**config.mk**
```make
export PLATFORM = sky130hd
export DESIGN_NAME = rtpjb_core
export DESIGN_NICKNAME = d
export VERILOG_FILES = /design/src/rtpjb_pkg.sv /design/src/rtpjb_core.sv
export SDC_FILE = /design/constraint.sdc
export NUM_CORES = 1
export LEC_CHECK = 0
export ABC_AREA = 0
export BUFFER_PORTS_ARGS = -buffer_cell sky130_fd_sc_hd__buf_2
export CAP_MARGIN = 20
export CORE_MARGIN = 3
export CORE_UTILIZATION = 40
export CTS_CLUSTER_SIZE = 40
export DETAILED_ROUTE_END_ITERATION = 12
export GPL_TIMING_DRIVEN = 0
export MAX_ROUTING_LAYER = met4
export SLEW_MARGIN = 5
export SYNTH_ARGS = -nofsm -noshare
export SYNTH_HDL_FRONTEND = slang
export SYNTH_SLANG_ARGS = --single-unit
```
**constraint.sdc**
```tcl
create_clock -name i_clk -period 12.74 [get_ports i_clk]
set_input_delay 1.911 -clock i_clk [delete_from_list [all_inputs] [get_ports i_clk]]
set_output_delay 1.911 -clock i_clk [all_outputs]
set_load 0.01 [all_outputs]
```
**src/rtpjb_pkg.sv**
```systemverilog
// ============================================================================
// rtpjb_pkg - shared types and constants of the RTP jitter buffer
// Field widths, status and function codes, register indexes and the
// descriptor layout kept in the reorder ring.
// ============================================================================
`default_nettype none

package rtpjb_pkg;

    localparam int SEQ_W   = 16;
    localparam int TAG_W   = 32;
    localparam int LEN_W   = 16;
    localparam int TIME_W  = 32;
    localparam int DLY_W   = 16;
    localparam int CNTR_W  = 7;
    localparam int CIDX_W  = 2;
    localparam int CDATA_W = 16;

    // Operation codes
    localparam logic FUNC_ADD  = 1'b0;
    localparam logic FUNC_READ = 1'b1;

    // Register indexes
    localparam logic [CIDX_W-1:0] CFG_CAPACITY  = 2'd0;
    localparam logic [CIDX_W-1:0] CFG_MAX_DELAY = 2'd1;
    localparam logic [CIDX_W-1:0] CFG_MIN_FILL  = 2'd2;

    // Register reset values
    localparam logic [CNTR_W-1:0] CAPACITY_RESET  = 7'd64;
    localparam logic [DLY_W-1:0]  MAX_DELAY_RESET = 16'd100;
    localparam logic [CNTR_W-1:0] MIN_FILL_RESET  = 7'd0;

    typedef enum logic [1:0] {
        ST_OK        = 2'd0,
        ST_OVERFLOW  = 2'd1,
        ST_UNDERFLOW = 2'd2
    } t_status;

    typedef struct packed {
        logic [CNTR_W-1:0] capacity;
        logic [DLY_W-1:0]  max_delay;
        logic [CNTR_W-1:0] min_fill;
    } t_cfg;

    typedef struct packed {
        logic              func;
        logic [SEQ_W-1:0]  seq;
        logic [TAG_W-1:0]  tag;
        logic [LEN_W-1:0]  len;
        logic [TIME_W-1:0] now;
    } t_item;

    typedef struct packed {
        t_status          status;
        logic             valid;
        logic [SEQ_W-1:0] seq;
        logic [TAG_W-1:0] tag;
        logic [LEN_W-1:0] len;
        logic [SEQ_W-1:0] lost;
    } t_result;

    typedef struct packed {
        logic              valid;
        logic [SEQ_W-1:0]  seq;
        logic [TAG_W-1:0]  tag;
        logic [LEN_W-1:0]  len;
        logic [TIME_W-1:0] stamp;
    } t_entry;

endpackage

`default_nettype wire

```
**src/rtpjb_core.sv**
```systemverilog
// ============================================================================
// rtpjb_core - jitter buffer sequencer
// Clears the ring after reset, places added descriptors, scans the ring on
// reads clearing expired and delivered slots, and hands out one result.
// ============================================================================
`default_nettype none

module rtpjb_core
    import rtpjb_pkg::*;
#(
    parameter int RING_DEPTH = 64,
    parameter int AW         = 6,
    parameter int NW         = 8
) (
    input  wire logic          i_clk,
    input  wire logic          i_rst_n,
    input  wire t_cfg          i_cfg,
    input  wire logic          i_in_valid,
    output logic               o_in_ready,
    input  wire t_item         i_item,
    output logic               o_res_valid,
    input  wire logic          i_res_ready,
    output t_result            o_res,
    output logic               o_ram_we,
    output logic [AW-1:0]      o_ram_waddr,
    output t_entry             o_ram_wdata,
    output logic [AW-1:0]      o_ram_raddr,
    input  wire t_entry        i_ram_rdata,
    output logic               o_mod_start,
    output logic [AW-1:0]      o_mod_dividend,
    output logic [NW-1:0]      o_mod_divisor,
    input  wire logic          i_mod_done,
    input  wire logic [AW-1:0] i_mod_rem
);

    localparam logic [NW-1:0] DEPTH_N = NW'(RING_DEPTH);
    localparam logic [NW-1:0] CAP_MIN = NW'(2);
    localparam logic [AW-1:0] LAST_IX = AW'(RING_DEPTH - 1);

    typedef enum logic [2:0] {
        S_CLR, S_IDLE, S_MOD, S_DISP, S_ADD_WR, S_SCAN, S_RES
    } t_state;

    t_state           r_state, n_state;
    t_item            r_item, n_item;
    t_result          r_res, n_res;
    logic [AW-1:0]    r_read_ptr, n_read_ptr;
    logic [NW-1:0]    r_fill, n_fill;
    logic [SEQ_W-1:0] r_min_seq, n_min_seq;
    logic             r_started, n_started;
    logic [AW-1:0]    r_rp, n_rp;
    logic [AW-1:0]    r_idx, n_idx;
    logic [NW-1:0]    r_cnt, n_cnt;
    logic             r_chk_vld, n_chk_vld;
    logic [AW-1:0]    r_chk_idx, n_chk_idx;
    logic [AW-1:0]    r_slot, n_slot;

    logic [NW-1:0]    w_cap_raw, w_cap, w_cap_m1;
    logic [NW-1:0]    w_fill_dec, w_min_fill;
    logic [SEQ_W-1:0] w_eff_min, w_off, w_ahead, w_cap16;
    logic [NW-1:0]    w_sum, w_idx_inc, w_chk_inc;
    logic [TIME_W-1:0] w_age;
    logic             w_expired, w_live, w_found;

    // Clamp the capacity into its legal range
    always_comb begin
        w_cap_raw = {{(NW-CNTR_W){1'b0}}, i_cfg.capacity};
        if (w_cap_raw < CAP_MIN) begin
            w_cap = CAP_MIN;
        end else if (w_cap_raw > DEPTH_N) begin
            w_cap = DEPTH_N;
        end else begin
            w_cap = w_cap_raw;
        end
    end

    // Shared arithmetic
    always_comb begin
        w_cap_m1   = w_cap - 1'b1;
        w_cap16    = {{(SEQ_W-NW){1'b0}}, w_cap};
        w_min_fill = {{(NW-CNTR_W){1'b0}}, i_cfg.min_fill};
        w_fill_dec = (r_fill != '0) ? (r_fill - 1'b1) : r_fill;
        w_eff_min  = r_started ? r_min_seq : r_item.seq;
        w_off      = r_item.seq - w_eff_min;
        w_sum      = {{(NW-AW){1'b0}}, r_rp} + {{(NW-AW){1'b0}}, w_off[AW-1:0]};
        if (w_sum >= w_cap) begin
            w_sum = w_sum - w_cap;
        end
        w_idx_inc  = {{(NW-AW){1'b0}}, r_idx} + 1'b1;
        w_chk_inc  = {{(NW-AW){1'b0}}, r_chk_idx} + 1'b1;
        w_age      = r_item.now - i_ram_rdata.stamp;
        w_ahead    = i_ram_rdata.seq - r_min_seq;
        w_expired  = r_chk_vld && i_ram_rdata.valid
                  && (w_age > {{(TIME_W-DLY_W){1'b0}}, i_cfg.max_delay});
        w_live     = r_chk_vld && i_ram_rdata.valid && !w_expired && !w_ahead[SEQ_W-1];
        w_found    = w_live;
    end

    // Next state
    always_comb begin
        n_state     = r_state;
        n_item      = r_item;
        n_res       = r_res;
        n_read_ptr  = r_read_ptr;
        n_fill      = r_fill;
        n_min_seq   = r_min_seq;
        n_started   = r_started;
        n_rp        = r_rp;
        n_idx       = r_idx;
        n_cnt       = r_cnt;
        n_chk_vld   = 1'b0;
        n_chk_idx   = r_chk_idx;
        n_slot      = r_slot;
        o_ram_we    = 1'b0;
        o_ram_waddr = r_idx;
        o_ram_wdata = i_ram_rdata;
        o_ram_raddr = r_idx;
        o_mod_start = 1'b0;

        unique case (r_state)
            S_CLR: begin
                // Sweep the ring, one slot a cycle
                o_ram_we          = 1'b1;
                o_ram_waddr       = r_idx;
                o_ram_wdata       = '0;
                n_idx             = r_idx + 1'b1;
                if (r_idx == LAST_IX) begin
                    n_state = S_IDLE;
                end
            end
            S_IDLE: begin
                if (i_in_valid) begin
                    n_item      = i_item;
                    o_mod_start = 1'b1;
                    n_state     = S_MOD;
                end
            end
            S_MOD: begin
                if (i_mod_done) begin
                    n_rp    = i_mod_rem;
                    n_state = S_DISP;
                end
            end
            S_DISP: begin
                n_res   = '0;
                n_state = S_RES;
                if (r_item.func == FUNC_ADD) begin
                    n_min_seq = w_eff_min;
                    n_started = 1'b1;
                    if (w_off[SEQ_W-1]) begin
                        // Drop an old packet quietly
                        n_res.status = ST_OK;
                    end else if (r_fill >= w_cap || w_off >= w_cap16) begin
                        n_res.status = ST_OVERFLOW;
                    end else begin
                        // Fetch the target slot to learn whether it is taken
                        n_slot      = w_sum[AW-1:0];
                        o_ram_raddr = w_sum[AW-1:0];
                        n_state     = S_ADD_WR;
                    end
                end else if (r_fill < w_min_fill) begin
                    n_res.status = ST_UNDERFLOW;
                end else begin
                    n_idx   = r_rp;
                    n_cnt   = '0;
                    n_state = S_SCAN;
                end
            end
            S_ADD_WR: begin
                // Write the descriptor, count a newly taken slot
                if (!i_ram_rdata.valid) begin
                    n_fill = r_fill + 1'b1;
                end
                o_ram_we          = 1'b1;
                o_ram_waddr       = r_slot;
                o_ram_wdata.valid = 1'b1;
                o_ram_wdata.seq   = r_item.seq;
                o_ram_wdata.tag   = r_item.tag;
                o_ram_wdata.len   = r_item.len;
                o_ram_wdata.stamp = r_item.now;
                n_res.status      = ST_OK;
                n_state           = S_RES;
            end
            S_SCAN: begin
                // Examine the slot fetched last cycle
                o_ram_waddr       = r_chk_idx;
                o_ram_wdata.valid = 1'b0;
                if (w_expired) begin
                    o_ram_we = 1'b1;
                    n_fill   = w_fill_dec;
                end else if (w_found) begin
                    o_ram_we     = 1'b1;
                    n_fill       = w_fill_dec;
                    n_res.status = ST_OK;
                    n_res.valid  = 1'b1;
                    n_res.seq    = i_ram_rdata.seq;
                    n_res.tag    = i_ram_rdata.tag;
                    n_res.len    = i_ram_rdata.len;
                    n_res.lost   = w_ahead;
                    n_read_ptr   = (w_chk_inc >= w_cap) ? '0 : w_chk_inc[AW-1:0];
                    n_min_seq    = i_ram_rdata.seq + 1'b1;
                    n_state      = S_RES;
                end
                // Fetch the next slot while the scan goes on
                if (!w_found) begin
                    if (r_cnt < w_cap_m1) begin
                        o_ram_raddr = r_idx;
                        n_chk_vld   = 1'b1;
                        n_chk_idx   = r_idx;
                        n_cnt       = r_cnt + 1'b1;
                        n_idx       = (w_idx_inc >= w_cap) ? '0 : w_idx_inc[AW-1:0];
                    end else if (!r_chk_vld) begin
                        // Nothing live in the window
                        n_read_ptr   = r_rp;
                        n_res.status = ST_UNDERFLOW;
                        n_state      = S_RES;
                    end
                end
            end
            S_RES: begin
                if (i_res_ready) begin
                    n_state = S_IDLE;
                end
            end
            default: begin
                n_state = S_IDLE;
            end
        endcase
    end

    always_ff @(posedge i_clk) begin
        if (!i_rst_n) begin
            r_state    <= S_CLR;
            r_idx      <= '0;
            r_read_ptr <= '0;
            r_fill     <= '0;
            r_min_seq  <= '0;
            r_started  <= 1'b0;
            r_chk_vld  <= 1'b0;
        end else begin
            r_state    <= n_state;
            r_idx      <= n_idx;
            r_read_ptr <= n_read_ptr;
            r_fill     <= n_fill;
            r_min_seq  <= n_min_seq;
            r_started  <= n_started;
            r_chk_vld  <= n_chk_vld;
        end
        r_item    <= n_item;
        r_res     <= n_res;
        r_rp      <= n_rp;
        r_cnt     <= n_cnt;
        r_chk_idx <= n_chk_idx;
        r_slot    <= n_slot;
    end

    assign o_in_ready     = (r_state == S_IDLE);
    assign o_res_valid    = (r_state == S_RES);
    assign o_res          = r_res;
    assign o_mod_dividend = r_read_ptr;
    assign o_mod_divisor  = w_cap;

endmodule

`default_nettype wire

```
==> metrics <==
Final Setup Violations 0; CP Capture Type primary output; DIE HEIGHT 207 um; clk_skew 0.0198 ns; Core Box Area 39200 um^2; RSZ-0062 raised after global routing false; WP data required 10.83 ns; Post-synth EDFFs 206; area grow syn2layout 24.5%; vias in the first global route 14.1k; DRT Pass-1 Iters 5; clock power share 33.8%; min-delay src r_idx[2]$_SDFFE_PN0P_; Resized Gates After CTS 0; most common cell after layout, fill and taps aside buf_2; initial antenna violation count 3; yosys warns 0; Post-Route WL 58.2 mm; R2R Path End r_slot[2]$_DFFE_PP_; initial drt markers 843; Num CTS Buffers 29; Synth Cell Area 16100 um^2; Least-Margin Pin Slew 1.11 ns; Post-synth ARST share 0%; Post-DP HPWL 46.2 mm; Peak VDD IR 0.000111 V; gr ovfl total 0; Yosys reg bits 247; Place WS 4.11 ns; worst setup margin 3.58 ns; Psw 0.000799 W; max incr delay on CP 0.75 ns; final non-filler cell total 2615; Cell Rows 72; # H-tree levels 1; routability congestion estimate 0.929; Seq pwr share 37.3%; wire per inst 22.3 um; cells along the critical path clkbuf_1 -> buf_1 -> nand2_1 -> o21ai_0 -> ha_1 -> inv_1 -> fa_1 -> a21o_1 -> a21oi_2 -> nor2b_1 -> o21a_1 -> nor2_1 -> xnor2_1 -> ha_1 -> a222oi_1 -> nand3_1 -> a2111oi_0 -> o221ai_1 -> nor2_1 -> o21ai_0 -> a2111o_1 -> nor4_4 -> mux2_2 -> buf_2; CP delay by family, top compound AO/OA/AOI/OAI gates; footprint of the multi-input gates 8400 um^2; Mapped Avg Cell Area 10.1 um^2; worst-skew pair later-pin latency 0.57 ns; All-Layer GR Usage 26.9%; postcts setup bufs 0; Final period util 71.9%; worst reg-to-reg path cell count 22; Crit Path Max Fanout 12; CP startpoint kind register; share of cells above drive strength 1 25.0%; # nets final 2454; largest net degree at the start of global routing 59; pwr dens 124 nW/um^2; slew margin rel. 26.2%; sequential element share of the synthesized area 43.5%; Via density 5.48; Tmin final 9.16 ns; # hold bufs at CTS 0; Hold Vio Cnt, Final 0; FF/Latch Area 7010 um^2; port buffer count 443; IO Count 445; die area 42700 um^2; WS Path Type register to primary output; most frequent cells in the layout buf_2, edfxtp_1, ha_1; status finished clean; antenna viol nets, final 0; Max Slew Vio Count 0; internal power 0.00169 W; # fillers 3698; Die X 207 um; leakage power 8.74 nW; Crit path arrival time 7.25 ns; Max Buffers Root-to-Sink 3; CTS root buf clkbuf_16; FF-to-FF Start r_started$_SDFFE_PN0P_; CTS Sinks 247; worst hold path type register to register; TritonCTS clock tree done; placed insts 2557; Synth Flop Type edfxtp_1; Setup crit end o_ram_raddr[5]; Setup crit start r_started$_SDFFE_PN0P_; library cells used by synthesis 78; WP depth 24; routed vias 14.3k; Gate power share 28.8%; Slowest-stage cell, CP nor4_4; Post-Syn Instances 1591; switching share of power 32.1%; global-route wire length before repair 84.6 mm; Buf/Inv on CP 4; FF-to-FF setup slack 6.25 ns; max-cap violations 0; clk slew on worst S/H paths 0.06 ns; DR DRC count 0; Max Freq 109 MHz; Initial Utilization 41.1%
## Yosys cell counts, types with 9 or more instances
cell type / instances / area (um^2)
a21oi_1: 82 / 410
nand2_1: 112 / 420
nor2b_1: 15 / 93.8
clkbuf_1: 56 / 210
o211ai_1: 16 / 120
a211oi_1: 15 / 113
a21o_1: 38 / 285
mux2i_1: 35 / 350
nand3_1: 34 / 170
o31ai_1: 11 / 82.6
and2_1: 74 / 463
xnor2_1: 51 / 447
ha_1: 142 / 1780
o21bai_1: 9 / 67.6
a31oi_1: 14 / 87.6
nor3_1: 39 / 195
and3_1: 9 / 56.3
o21ai_0: 75 / 375
nor2_1: 94 / 353
nand4_1: 14 / 87.6
edfxtp_1: 206 / 6190
dfxtp_1: 41 / 821
o21a_1: 21 / 158
xor2_1: 29 / 254
a22o_1: 97 / 850
nand2b_1: 23 / 144
inv_1: 116 / 435
## state kept, by name (all words and copies together) (netlist names)
name / flops
r_item: 97
o_res: 83
r_min_seq: 16
r_cnt: 8
r_fill: 8
o_mod_dividend: 6
r_chk_idx: 6
r_idx: 6
r_rp: 6
r_slot: 6
r_state: 3
r_chk_vld: 1
r_started: 1
## layout make-up
| type | count | share of cell area (%) |
|---|---|---|
| diodes | 3 | 0.0374 |
| plain buffers | 70 | 1.42 |
| clock buffers | 36 | 3.75 |
| clock inverters | 18 | 0.985 |
| inverters | 117 | 2.19 |
| multi-input cells | 1158 | 41.9 |
| flip-flops and latches | 247 | 34.9 |
| well taps | 518 | 3.23 |
| repair buffers | 448 | 11.6 |
## routing by layer
layer / part of all wire (%) / vias to the layer above / global-route usage (%)
li1: - / 6869 / -
met1: 42 / 6832 / 34.3
met2: 49 / 558 / 45.7
met3: 5.9 / 84 / 3.69
met4: 2.4 / 0 / 6.65
met5: 0 / - / -
## power groups by stage
stage | sequential (W) | combinational [W] | clock (W)
after CTS | 0.000930 | 0.000720 | 0.000859
final | 0.000931 | 0.000719 | 0.000843
after floorplan | 0.000940 | 0.000442 | 0
after global routing | 0.000933 | 0.000791 | 0.000885
after detailed placement | 0.000947 | 0.000715 | 0
after global placement | 0.000951 | 0.000705 | 0
## how the worst min path moves through the flow
stage	end	cells past startpoint	slack, ns
6_report	r_chk_idx[2]$_DFFE_PP_	0	0.47
3_5_place_dp	r_chk_idx[2]$_DFFE_PP_	0	0.43
2_1_floorplan	r_chk_idx[2]$_DFFE_PP_	0	0.41
4_1_cts	r_chk_idx[2]$_DFFE_PP_	0	0.48
3_3_place_gp	r_chk_idx[2]$_DFFE_PP_	0	0.41
5_1_grt	r_chk_idx[2]$_DFFE_PP_	0	0.49
## kinds of logic after synthesis
kind of cell    count (synthesis)  synth area share [%]
simple gates                  444                  13.7
other cells                     2                0.0466
flops                         247                  43.5
compound gates                439                  19.3
xor+xnor                       81                  4.45
buf+inv                       187                  4.50
mux                            43                  2.73
fa+ha+maj                     148                  11.8
## metrics by stage
step | util [%] | total power [W] | instance area, um^2 | TNS [ns] | hold WS, ns
3_3_place_gp | 48.4 | 0.00166 | 19000 | -233.38 | 0.410
4_1_cts | 51.2 | 0.00251 | 20100 | 0 | 0.482
5_1_grt | 51.2 | 0.00261 | 20100 | 0 | 0.494
2_1_floorplan | - | 0.00138 | 16100 | 0 | 0.406
6_report | 51.2 | 0.00249 | 20100 | 0 | 0.474
3_5_place_dp | 48.7 | 0.00166 | 19100 | 0 | 0.429
(Power assumes the default switching activity.)
