File: src/rtpjb_pkg.sv
// ============================================================================
// rtpjb_pkg - shared types and constants of the RTP jitter buffer
// Field widths, status and function codes, register indexes and the
// descriptor layout kept in the reorder ring.
// ============================================================================
`default_nettype none

package rtpjb_pkg;

    localparam int SEQ_W   = 16;
    localparam int TAG_W   = 32;
    localparam int LEN_W   = 16;
    localparam int TIME_W  = 32;
    localparam int DLY_W   = 16;
    localparam int CNTR_W  = 7;
    localparam int CIDX_W  = 2;
    localparam int CDATA_W = 16;

    // Operation codes
    localparam logic FUNC_ADD  = 1'b0;
    localparam logic FUNC_READ = 1'b1;

    // Register indexes
    localparam logic [CIDX_W-1:0] CFG_CAPACITY  = 2'd0;
    localparam logic [CIDX_W-1:0] CFG_MAX_DELAY = 2'd1;
    localparam logic [CIDX_W-1:0] CFG_MIN_FILL  = 2'd2;

    // Register reset values
    localparam logic [CNTR_W-1:0] CAPACITY_RESET  = 7'd64;
    localparam logic [DLY_W-1:0]  MAX_DELAY_RESET = 16'd100;
    localparam logic [CNTR_W-1:0] MIN_FILL_RESET  = 7'd0;

    typedef enum logic [1:0] {
        ST_OK        = 2'd0,
        ST_OVERFLOW  = 2'd1,
        ST_UNDERFLOW = 2'd2
    } t_status;

    typedef struct packed {
        logic [CNTR_W-1:0] capacity;
        logic [DLY_W-1:0]  max_delay;
        logic [CNTR_W-1:0] min_fill;
    } t_cfg;

    typedef struct packed {
        logic              func;
        logic [SEQ_W-1:0]  seq;
        logic [TAG_W-1:0]  tag;
        logic [LEN_W-1:0]  len;
        logic [TIME_W-1:0] now;
    } t_item;

    typedef struct packed {
        t_status          status;
        logic             valid;
        logic [SEQ_W-1:0] seq;
        logic [TAG_W-1:0] tag;
        logic [LEN_W-1:0] len;
        logic [SEQ_W-1:0] lost;
    } t_result;

    typedef struct packed {
        logic              valid;
        logic [SEQ_W-1:0]  seq;
        logic [TAG_W-1:0]  tag;
        logic [LEN_W-1:0]  len;
        logic [TIME_W-1:0] stamp;
    } t_entry;

endpackage

`default_nettype wire

File: src/rtpjb_mod.sv
// ============================================================================
// rtpjb_mod - read pointer reduction
// Restoring remainder of the stored read pointer by the ring capacity,
// one dividend bit per cycle.
// ============================================================================
`default_nettype none

module rtpjb_mod
    import rtpjb_pkg::*;
#(
    parameter int AW = 6,
    parameter int NW = 8
) (
    input  wire logic          i_clk,
    input  wire logic          i_rst_n,
    input  wire logic          i_start,
    input  wire logic [AW-1:0] i_dividend,
    input  wire logic [NW-1:0] i_divisor,
    output logic               o_done,
    output logic [AW-1:0]      o_rem
);

    localparam int CW = $clog2(AW + 1);

    logic          r_busy, n_busy;
    logic          r_done, n_done;
    logic [CW-1:0] r_cnt, n_cnt;
    logic [NW-1:0] r_rem, n_rem;
    logic [AW-1:0] r_quo, n_quo;
    logic [NW-1:0] w_shift;

    always_comb begin
        n_busy  = r_busy;
        n_done  = 1'b0;
        n_cnt   = r_cnt;
        n_rem   = r_rem;
        n_quo   = r_quo;
        w_shift = {r_rem[NW-2:0], r_quo[AW-1]};
        if (i_start) begin
            // Load a new dividend
            n_busy = 1'b1;
            n_cnt  = '0;
            n_rem  = '0;
            n_quo  = i_dividend;
        end else if (r_busy) begin
            // Shift in one bit and subtract the divisor when it fits
            n_rem = (w_shift >= i_divisor) ? (w_shift - i_divisor) : w_shift;
            n_quo = r_quo << 1;
            n_cnt = r_cnt + 1'b1;
            if (r_cnt == CW'(AW - 1)) begin
                n_busy = 1'b0;
                n_done = 1'b1;
            end
        end
    end

    always_ff @(posedge i_clk) begin
        if (!i_rst_n) begin
            r_busy <= 1'b0;
            r_done <= 1'b0;
            r_cnt  <= '0;
        end else begin
            r_busy <= n_busy;
            r_done <= n_done;
            r_cnt  <= n_cnt;
        end
        r_rem <= n_rem;
        r_quo <= n_quo;
    end

    assign o_done = r_done;
    assign o_rem  = r_rem[AW-1:0];

endmodule

`default_nettype wire

File: config.mk
export PLATFORM = sky130hd
export DESIGN_NAME = rtpjb_mod
export DESIGN_NICKNAME = d
export VERILOG_FILES = /design/src/rtpjb_pkg.sv /design/src/rtpjb_mod.sv
export SDC_FILE = /design/constraint.sdc
export NUM_CORES = 1
export LEC_CHECK = 0
export BUFFER_PORTS_ARGS = -buffer_cell sky130_fd_sc_hd__buf_2
export CAP_MARGIN = 10
export CORE_UTILIZATION = 45
export CTS_CLUSTER_DIAMETER = 150
export DETAILED_ROUTE_END_ITERATION = 8
export PLACE_DENSITY = 0.69
export SYNTH_ARGS = -nofsm -noshare
export SYNTH_HDL_FRONTEND = slang
export SYNTH_SLANG_ARGS = --single-unit
File: constraint.sdc
create_clock -name i_clk -period 2.9 [get_ports i_clk]
set_input_delay 0.435 -clock i_clk [delete_from_list [all_inputs] [get_ports i_clk]]
set_output_delay 0.435 -clock i_clk [all_outputs]
set_load 0.1 [all_outputs]
==> run summary, run 1 <==
Pwr Total - 0.653 mW
CP arrival - 2.61 ns
unrepaired setup endpoints after global routing - false
Final Hold Viols - 0
WL final - 2.09 mm
status - complete, no violations
Place WS - 0.427 ns
Post-Synth Simple-Gate Area - 0.145
CP Max Fanout - 10
minimum clock period - 2.39 ns
routed vias/inst - 5.35
Routed Antenna Nets - 0
power share of the clock group - 0.192
core footprint - 2540 sq um
Mapped Cells - 130
first-pass GRT wire length - 3.42 mm
Diodes inserted - 0
Sw Ratio - 0.353
clock buffer count from CTS - 3
Pre-Repair DR Iteration Count - 4
RePlAce Congestion - 0.855
post-synthesis adder-cell area fraction - 0.118
cells resized by post-CTS repair - 0
port buffer count - 23
Synth Cell Area - 1230 sq um
Routed wire per std cell - 11.9 microns
Root Driver - clkbuf_4
Post-Route Skew - 0.00519 ns
YS warnings - 0
Worst setup EP type - register
Reg clk slew, reported paths - 0.10 ns
vias in the first global route - 799
Logic pwr share - 0.349
# H-tree levels - 1
largest net degree at the start of global routing - 23
area leader, netlist - dfxtp_1
total grt overflow - 0
placement row count - 18
hold slack - 0.377 ns
Tcrit/Tclk final - 0.824
area grow syn2layout - 9.32%
CTS tree - yes
pwr/cell area - 484 nW/um^2
die height - 54.4 microns
Req. time, crit path - 3.12 ns
Synth Area per Inst - 9.50 sq um
Clock Path Buffers - 2
Sink Count - 18
share of layout cells above drive strength 1 - 0.267
die area - 2960 sq um
filler instances - 233
MaxCap Viol Count - 0
XOR/XNOR share of the synthesized area - 0.0355
max_slew headroom - 0.518
Hold WC Path Type - in2reg
Critical Path Start Type - register
actual slew at the worst max-slew pin - 0.723 ns
Synth Area in Compound Gates - 0.168
Post-Place Cells - 172
DRC viols - 0
Util after Layout - 0.530
setup-violating endpoint count in the final report - 0
fin. max-slew vios - 0
FF+latch area - 420 sq um
top cells by area in the synthesized netlist - dfxtp_1, edfxtp_1, ha_1
Max IR drop VDD - 0.000349 V
Post-CTS Repair Setup Buffers - 0
Setup Crit Path Kind - reg2reg
Lkg Pwr - 0.596 nW
Netlist cell types - 41
mux share of post-synthesis cell area - 0.0902
Final Cell Area - 1350 sq um
Net Sw Power - 0.230 mW
worst setup margin - 0.509 ns
Clock Latency Late Sink - 0.29 ns
initial antenna violation count - 0
cell internal pwr - 0.423 mW
Final nets - 175
hold_buf cts - 0
number of I/O pins - 24
Seq pwr share - 0.459
largest family of logic cells by synthesized area - compound AO/OA/AOI/OAI gates
Placed Area - 1320 sq um
Overall Global Routing Usage - 0.160
net count after synthesis - 158
final std cells w/o fill - 176
Fin Setup TNS - 0 ns
multi-input combinational cell area - 687 sq um
post-synthesis register bit count - 18
die width - 54.4 microns
vias - 941
drt first-iter violations - 10
sequential area share after synthesis - 0.340
initial core utilization - 0.485
Synth top area share - 0.195
Max Fclk - 418 MHz
DP HPWL - 1.62 mm
-- critical path, cell delays in order, from the launching register on --
cell and delay (ns):
edfxtp_1 0.37, inv_1 0.09, ha_1 0.15, inv_1 0.05
fa_1 0.40, a21o_1 0.19, a211oi_2 0.29, o221ai_4 0.23
mux2_4 0.34, a211oi_2 0.20
-- cells by family (layout without fill, tap and decap cells) --
family,after synthesis,in the layout
AND/OR/NAND/NOR,33,33
buffers and inverters,28,44
AO/OA/AOI/OAI,25,25
flip-flops,18,18
adder cells (fa/ha/maj),11,11
multiplexers,10,10
XOR/XNOR,5,5
-- synthesized netlist by cell type, drive strengths merged --
library cell,count
mux2,6
nor2b,1
nand3,1
a211oi,9
nor4bb,1
nand4,1
fa,1
and2,1
nor2,13
dfxtp,12
and4,1
buf,7
inv,17
a21o,2
mux2i,4
o21ai,2
a21oi,4
a31o,1
or2,1
a31oi,1
o41ai,1
nand2,4
o221ai,1
or3b,1
o311ai,1
or3,1
o21a,2
nand2b,3
nor3b,2
xor2,2
nand4b,1
xnor2,3
ha,10
nor4b,1
clkbuf,4
edfxtp,6
o31ai,1
-- flip-flops by register name, summed over array words and instances (netlist names) --
signal and flops:
o_done 1, r_busy 1, r_cnt 3, r_quo 6, r_rem 7
-- final cells by class --
class / instances / share of cell area
clock buffers: 4 / 0.0195
repair buffers: 23 / 0.0853
multi-input cells: 84 / 0.509
well taps: 30 / 0.0278
inverters: 17 / 0.0473
flip-flops and latches: 18 / 0.311
-- power groups by stage --
stage          Combinational [mW]  Clock [mW]  Sequential (mW)
3_3_place_gp                0.225           0            0.305
3_5_place_dp                0.226           0            0.306
6_report                    0.228       0.125            0.300
2_1_floorplan               0.203           0            0.297
4_1_cts                     0.228       0.130            0.300
5_1_grt                     0.249       0.139            0.303
-- routing by layer --
metal / part of all wire / vias to the layer above / global-route usage / wire length, microns
met2: 0.47 / 23 / 0.248 / 991
met5: 0 / - / 0 / 0
met1: 0.48 / 433 / 0.201 / 1010
li1: - / 483 / - / -
met4: 0.0076 / 0 / 0.0684 / 16
met3: 0.037 / 2 / 0.0528 / 78
-- placed cells by master (no fill, tap or decap), types with 2 or more instances in the layout --
master / instances
nor3b_1: 2
buf_2: 23
o21a_1: 2
ha_1: 10
nand2_1: 4
a21o_1: 2
xnor2_1: 3
nand2b_1: 3
clkbuf_4: 3
o21ai_0: 2
nor2_1: 13
a211oi_2: 2
edfxtp_1: 6
dfxtp_1: 12
xor2_1: 2
a211oi_1: 7
mux2_2: 5
inv_1: 17
mux2i_1: 4
a21oi_1: 3
-- final timing paths --
path / start / end / slack [ns] / cells after the start
worst max-delay path: r_quo[5]$_DFFE_PP_ / r_rem[0]$_SDFFE_PP0P_ / 0.51 / 9
worst min register to register: r_rem[6]$_SDFFE_PP0P_ / r_rem[6]$_SDFFE_PP0P_ / 0.50 / 2
worst max register to register: r_quo[5]$_DFFE_PP_ / r_rem[0]$_SDFFE_PP0P_ / 0.51 / 9
worst min-delay path: i_rst_n / r_busy$_SDFF_PN0_ / 0.38 / 2
(Power assumes the default switching activity.)
==> run 2, diff against run 1 <==
--- a/config.mk
+++ b/config.mk
@@ -10,7 +10,7 @@
 export CORE_UTILIZATION = 45
 export CTS_CLUSTER_DIAMETER = 150
 export DETAILED_ROUTE_END_ITERATION = 8
-export PLACE_DENSITY = 0.69
+export PLACE_DENSITY = 0.72
 export SYNTH_ARGS = -nofsm -noshare
 export SYNTH_HDL_FRONTEND = slang
 export SYNTH_SLANG_ARGS = --single-unit
==> constraint.sdc (replaced) <==
create_clock -name i_clk -period 2 [get_ports i_clk]
set_input_delay 0.3 -clock i_clk [delete_from_list [all_inputs] [get_ports i_clk]]
set_output_delay 0.3 -clock i_clk [all_outputs]
set_load 0.1 [all_outputs]
==> run summary, run 2 (same netlist as run 1, synthesis figures left out) <==
status - finished, violations left
failing checks - setup timing
CP arrival - 2.49 ns (-0.12 ns)
Tcrit/Tclk final - 1.14 (+0.320)
drt first-iter violations - 25 (+15)
die height - 54.4 microns (unchanged)
unrepaired setup endpoints after global routing - true
placement row count - 18 (unchanged)
Pre-Repair DR Iteration Count - 4 (unchanged)
worst hold start - i_rst_n
Largest register FFs - 7 (unchanged)
area grow syn2layout - 25.5%
Post-Route Skew - 0.00134 ns (-0.00384 ns)
RePlAce Congestion - 0.829 (-3.0%)
DRC viols - 0 (unchanged)
initial antenna violation count - 0 (unchanged)
Clock Path Buffers - 2 (unchanged)
Worst setup EP type - register
pwr/cell area - 678 nW/um^2 (+40%)
Place WS - -0.296 ns (-0.723 ns)
share of layout cells above drive strength 1 - 0.414 (+0.146)
Max Fclk - 437 MHz (+4.5%)
CP Max Fanout - 6 (-4)
MaxCap Viol Count - 0 (unchanged)
most common cell after layout, fill and taps aside - buf_2
Hold WC Path Type - in2reg
FF-to-FF path depth - 10 (+1)
fin. max-slew vios - 0 (unchanged)
Largest Register - r_rem
hold slack - 0.233 ns (-0.144 ns)
vias - 1031 (+9.6%)
Pwr Total - 1.05 mW (+61%)
vias in the first global route - 940 (+18%)
number of I/O pins - 24 (unchanged)
Setup Crit Path Kind - reg2reg
Sink Count - 18 (unchanged)
worst setup margin - -0.288 ns (-0.798 ns)
Max IR drop VDD - 0.000562 V (+61%)
Routed Antenna Nets - 0 (unchanged)
biggest registers after layout - r_rem x7, r_quo x6, r_cnt x3
routed vias/inst - 5.37 (+0.43%)
Final Cell Area - 1550 sq um (+15%)
actual slew at the worst max-slew pin - 0.792 ns (+0.0694 ns)
Lkg Pwr - 0.692 nW (+16%)
DP HPWL - 1.80 mm (+11%)
Hold Path Stages - 2 (unchanged)
CTS tree - yes
FF-to-FF Start - r_quo[5]$_DFFE_PP_
Routed wire per std cell - 13.8 microns (+16%)
clock buffer count from CTS - 3 (unchanged)
Overall Global Routing Usage - 0.180 (+0.0197)
port buffer count - 23 (unchanged)
WL final - 2.64 mm (+26%)
Final Hold Viols - 0 (unchanged)
core footprint - 2540 sq um (unchanged)
Root Driver - clkbuf_4
Req. time, crit path - 2.20 ns (-0.92 ns)
die area - 2960 sq um (unchanged)
max_slew headroom - 0.471 (-0.0463)
setup-violating endpoint count in the final report - 7 (+7)
die width - 54.4 microns (unchanged)
hold_buf cts - 0 (unchanged)
flop2flop setup slack - -0.29 ns (-0.80 ns)
Placed Area - 1380 sq um (+4.2%)
total grt overflow - 0 (unchanged)
Diodes inserted - 0 (unchanged)
first-pass GRT wire length - 3.86 mm (+13%)
worst r2r dst - r_rem[3]$_SDFFE_PP0P_
Clock Latency Late Sink - 0.29 ns (about the same)
# H-tree levels - 1 (unchanged)
Final nets - 191 (+9.1%)
initial core utilization - 0.485 (unchanged)
largest net degree at the start of global routing - 23 (unchanged)
WHS Endpoint - r_busy$_SDFF_PN0_
Reg clk slew, reported paths - 0.10 ns (about the same)
commonest non-fill, non-tap cells in the layout - buf_2, inv_1, buf_4, nor2_1, dfxtp_1
minimum clock period - 2.29 ns (-0.102 ns)
Critical Path Start Type - register
-- run 2: changes by cell type in the layout (fill, tap and decap cells not counted), sizes merged --
cell	delta
buf	+16
clkbuf	-1
clkinv	+1
-- run 2: layer usage --
layer | GRT usage | up-vias | share of wire
met5 | 0 | - | 0
met4 | 0.0256 | 0 | 0
met3 | 0.0333 | 0 | 0.043
met2 | 0.333 | 23 | 0.51
met1 | 0.217 | 494 | 0.45
li1 | - | 514 | -
-- run 2: area by class of cell --
| class | count | area, sq um |
|---|---|---|
| repair buffers | 39 | 239 |
| inverters | 17 | 63.8 |
| fillers | 216 | 995 |
| clock inverters | 1 | 3.75 |
| clock buffers | 3 | 22.5 |
| flip-flops and latches | 18 | 420 |
| well taps | 30 | 37.5 |
| multi-input cells | 84 | 763 |
-- run 2: how the worst max path moves through the flow --
stage	startpoint	to	slack [ns]	depth (start not counted)
floorplan	r_quo[5]$_DFFE_PP_	r_rem[0]$_SDFFE_PP0P_	-0.14	9
global placement	r_quo[5]$_DFFE_PP_	r_rem[1]$_SDFFE_PP0P_	-0.15	10
detailed placement	r_quo[5]$_DFFE_PP_	r_rem[3]$_SDFFE_PP0P_	-0.30	10
CTS	r_quo[5]$_DFFE_PP_	r_rem[3]$_SDFFE_PP0P_	-0.25	10
global route	r_quo[5]$_DFFE_PP_	r_rem[1]$_SDFFE_PP0P_	-0.37	10
finish	r_quo[5]$_DFFE_PP_	r_rem[3]$_SDFFE_PP0P_	-0.29	10
-- run 2: per-stage QoR --
step,TNS [ns],util,cells
floorplan,-0.199,-,130
global placement,-0.889,0.542,179
detailed placement,-1.70,0.542,179
CTS,-1.41,0.576,188
global route,-2.31,0.609,192
finish,-1.80,0.609,192
-- run 2: report_power, final --
group | total [mW] | internal [mW] | leakage, nW | switching, mW
Combinational | 0.429 | 0.190 | 0.517 | 0.239
Sequential | 0.437 | 0.408 | 0.160 | 0.0285
Clock | 0.185 | 0.0724 | 0.0154 | 0.113
-- run 2: worst max-delay path, stage by stage, from the launching register on --
cell,delay [ns]
edfxtp_1,0.41
inv_2,0.10
ha_4,0.14
inv_2,0.03
fa_2,0.33
a21o_1,0.20
a211oi_2,0.30
o221ai_4,0.18
buf_6,0.17
mux2i_1,0.12
a211oi_1,0.22
-- run 2: repair_timing --
item                                    CTS  global route
buffers inserted                          5             4
gates cloned                              0             0
gates resized for setup                   7            10
endpoints found under the hold margin     0             0
pin swaps                                 3            13
endpoints found under the setup margin    7             7
==> run 3, diff against run 2 <==
--- a/config.mk
+++ b/config.mk
@@ -11,6 +11,7 @@
 export CTS_CLUSTER_DIAMETER = 150
 export DETAILED_ROUTE_END_ITERATION = 8
 export PLACE_DENSITY = 0.72
+export RECOVER_POWER = 50
 export SYNTH_ARGS = -nofsm -noshare
 export SYNTH_HDL_FRONTEND = slang
 export SYNTH_SLANG_ARGS = --single-unit
==> run summary, run 3 (same netlist as run 1, synthesis figures left out) <==
RePlAce Congestion - 0.829 (unchanged)
share of layout cells above drive strength 1 - 0.414 (unchanged)
commonest non-fill, non-tap cells in the layout - buf_2, inv_1, buf_4, nor2_1, dfxtp_1
drt first-iter violations - 25 (unchanged)
Sink Count - 18 (unchanged)
CP arrival - 2.49 ns (about the same)
initial core utilization - 0.485 (unchanged)
FF+latch area - 420 sq um (unchanged)
flop2flop setup slack - -0.29 ns (about the same)
Largest Register - r_rem
CP Max Fanout - 6 (unchanged)
Worst setup EP type - register
total grt overflow - 0 (unchanged)
Post-Route Skew - 0.00134 ns (unchanged)
worst r2r dst - r_rem[3]$_SDFFE_PP0P_
CTS tree - yes
final std cells w/o fill - 192 (unchanged)
Lkg Pwr - 0.691 nW (-0.14%)
multi-input combinational cell area - 763 sq um (unchanged)
biggest registers after layout - r_rem x7, r_quo x6, r_cnt x3
Post-Place Cells - 179 (unchanged)
DP HPWL - 1.80 mm (unchanged)
setup-violating endpoint count in the final report - 7 (unchanged)
Setup Crit Path Kind - reg2reg
pwr/cell area - 678 nW/um^2 (about the same)
fin. max-slew vios - 0 (unchanged)
minimum clock period - 2.29 ns (-0.0000140 ns)
Req. time, crit path - 2.20 ns (about the same)
clock buffer count from CTS - 3 (unchanged)
actual slew at the worst max-slew pin - 0.792 ns (+0.0000945 ns)
WL final - 2.64 mm (about the same)
number of I/O pins - 24 (unchanged)
placement row count - 18 (unchanged)
Max IR drop VDD - 0.000562 V (about the same)
failing checks - setup timing
Clock Latency Late Sink - 0.29 ns (about the same)
Pre-Repair DR Iteration Count - 4 (unchanged)
Largest register FFs - 7 (unchanged)
worst setup margin - -0.288 ns (+0.0000140 ns)
vias in the first global route - 940 (unchanged)
die height - 54.4 microns (unchanged)
status - finished, violations left
largest net degree at the start of global routing - 23 (unchanged)
Final Hold Viols - 0 (unchanged)
hold_buf cts - 0 (unchanged)
port buffer count - 23 (unchanged)
Max Fclk - 437 MHz (about the same)
die area - 2960 sq um (unchanged)
routed vias/inst - 5.38 (+0.19%)
Reg clk slew, reported paths - 0.10 ns (about the same)
Critical Path Start Type - register
FF-to-FF Start - r_quo[5]$_DFFE_PP_
Hold WC Path Type - in2reg
Pwr Total - 1.05 mW (about the same)
Clock Path Buffers - 2 (unchanged)
Diodes inserted - 0 (unchanged)
Routed wire per std cell - 13.8 microns (about the same)
Routed Antenna Nets - 0 (unchanged)
# H-tree levels - 1 (unchanged)
filler instances - 216 (unchanged)
Overall Global Routing Usage - 0.180 (unchanged)
Final nets - 191 (unchanged)
max_slew headroom - 0.471 (about the same)
vias - 1033 (+0.19%)
initial antenna violation count - 0 (unchanged)
die width - 54.4 microns (unchanged)
CP startpoint - r_quo[5]$_DFFE_PP_
Root Driver - clkbuf_4
most common cell after layout, fill and taps aside - buf_2
area grow syn2layout - 25.5% (unchanged)
first-pass GRT wire length - 3.86 mm (unchanged)
CP endpoint - r_rem[3]$_SDFFE_PP0P_
Hold Path Stages - 2 (unchanged)
MaxCap Viol Count - 0 (unchanged)
DRC viols - 0 (unchanged)
core footprint - 2540 sq um (unchanged)
Tcrit/Tclk final - 1.14 (about the same)
FF-to-FF path depth - 10 (unchanged)
unrepaired setup endpoints after global routing - true
[run 3: cell count changes in the layout (fill, tap and decap cells not counted), sizes merged]
cell,change
clkbuf,+1
buf,-1
[run 3: area by class of cell]
type	count	area share
multi-input cells	84	0.492
flip-flops and latches	18	0.271
clock buffers	3	0.0145
well taps	30	0.0242
clock inverters	1	0.00242
inverters	17	0.0412
repair buffers	39	0.154
[run 3: critical path: stages (launching register included)]
cell and delay, ns:
edfxtp_1 0.41, inv_2 0.10, ha_4 0.14, inv_2 0.03
fa_2 0.33, a21o_1 0.20, a211oi_2 0.30, o221ai_4 0.18
buf_6 0.17, mux2i_1 0.12, a211oi_1 0.22
[run 3: timing repair]
action,in CTS,in global routing
endpoints found under the setup margin,7,7
buffers inserted,5,4
pin swaps,3,13
gates resized for setup,7,10
[run 3: worst min-delay path by stage]
stage	start	endpoint	slack [ns]
2_1_floorplan	i_rst_n	r_busy$_SDFF_PN0_	0.43
3_3_place_gp	r_rem[6]$_SDFFE_PP0P_	r_rem[6]$_SDFFE_PP0P_	0.48
3_5_place_dp	r_cnt[2]$_SDFFE_PP0P_	o_done$_SDFF_PP0_	0.50
4_1_cts	i_rst_n	r_busy$_SDFF_PN0_	0.24
5_1_grt	i_rst_n	r_busy$_SDFF_PN0_	0.24
6_report	i_rst_n	r_busy$_SDFF_PN0_	0.23
[run 3: power breakdown]
group / switching [mW] / total (mW) / internal (mW)
combinational: 0.239 / 0.429 / 0.190
sequential: 0.0285 / 0.437 / 0.408
clock: 0.113 / 0.185 / 0.0724
[run 3: per-layer routing]
layer / GRT usage / routed length, microns
met1: 0.217 / 1180
met2: 0.333 / 1350
met4: 0.0256 / 0
met3: 0.0333 / 114
met5: 0 / 0
[run 3: through the flow]
step / cell area [sq um] / setup WS, ns / hold slack, ns / TNS (ns) / utilization
final: 1550 / -0.288 / 0.233 / -1.80 / 0.609
after global routing: 1550 / -0.372 / 0.241 / -2.31 / 0.609
after CTS: 1470 / -0.254 / 0.237 / -1.41 / 0.576
after detailed placement: 1380 / -0.296 / 0.497 / -1.70 / 0.542
after global placement: 1380 / -0.146 / 0.476 / -0.889 / 0.542
after floorplan: 1240 / -0.137 / 0.428 / -0.199 / -
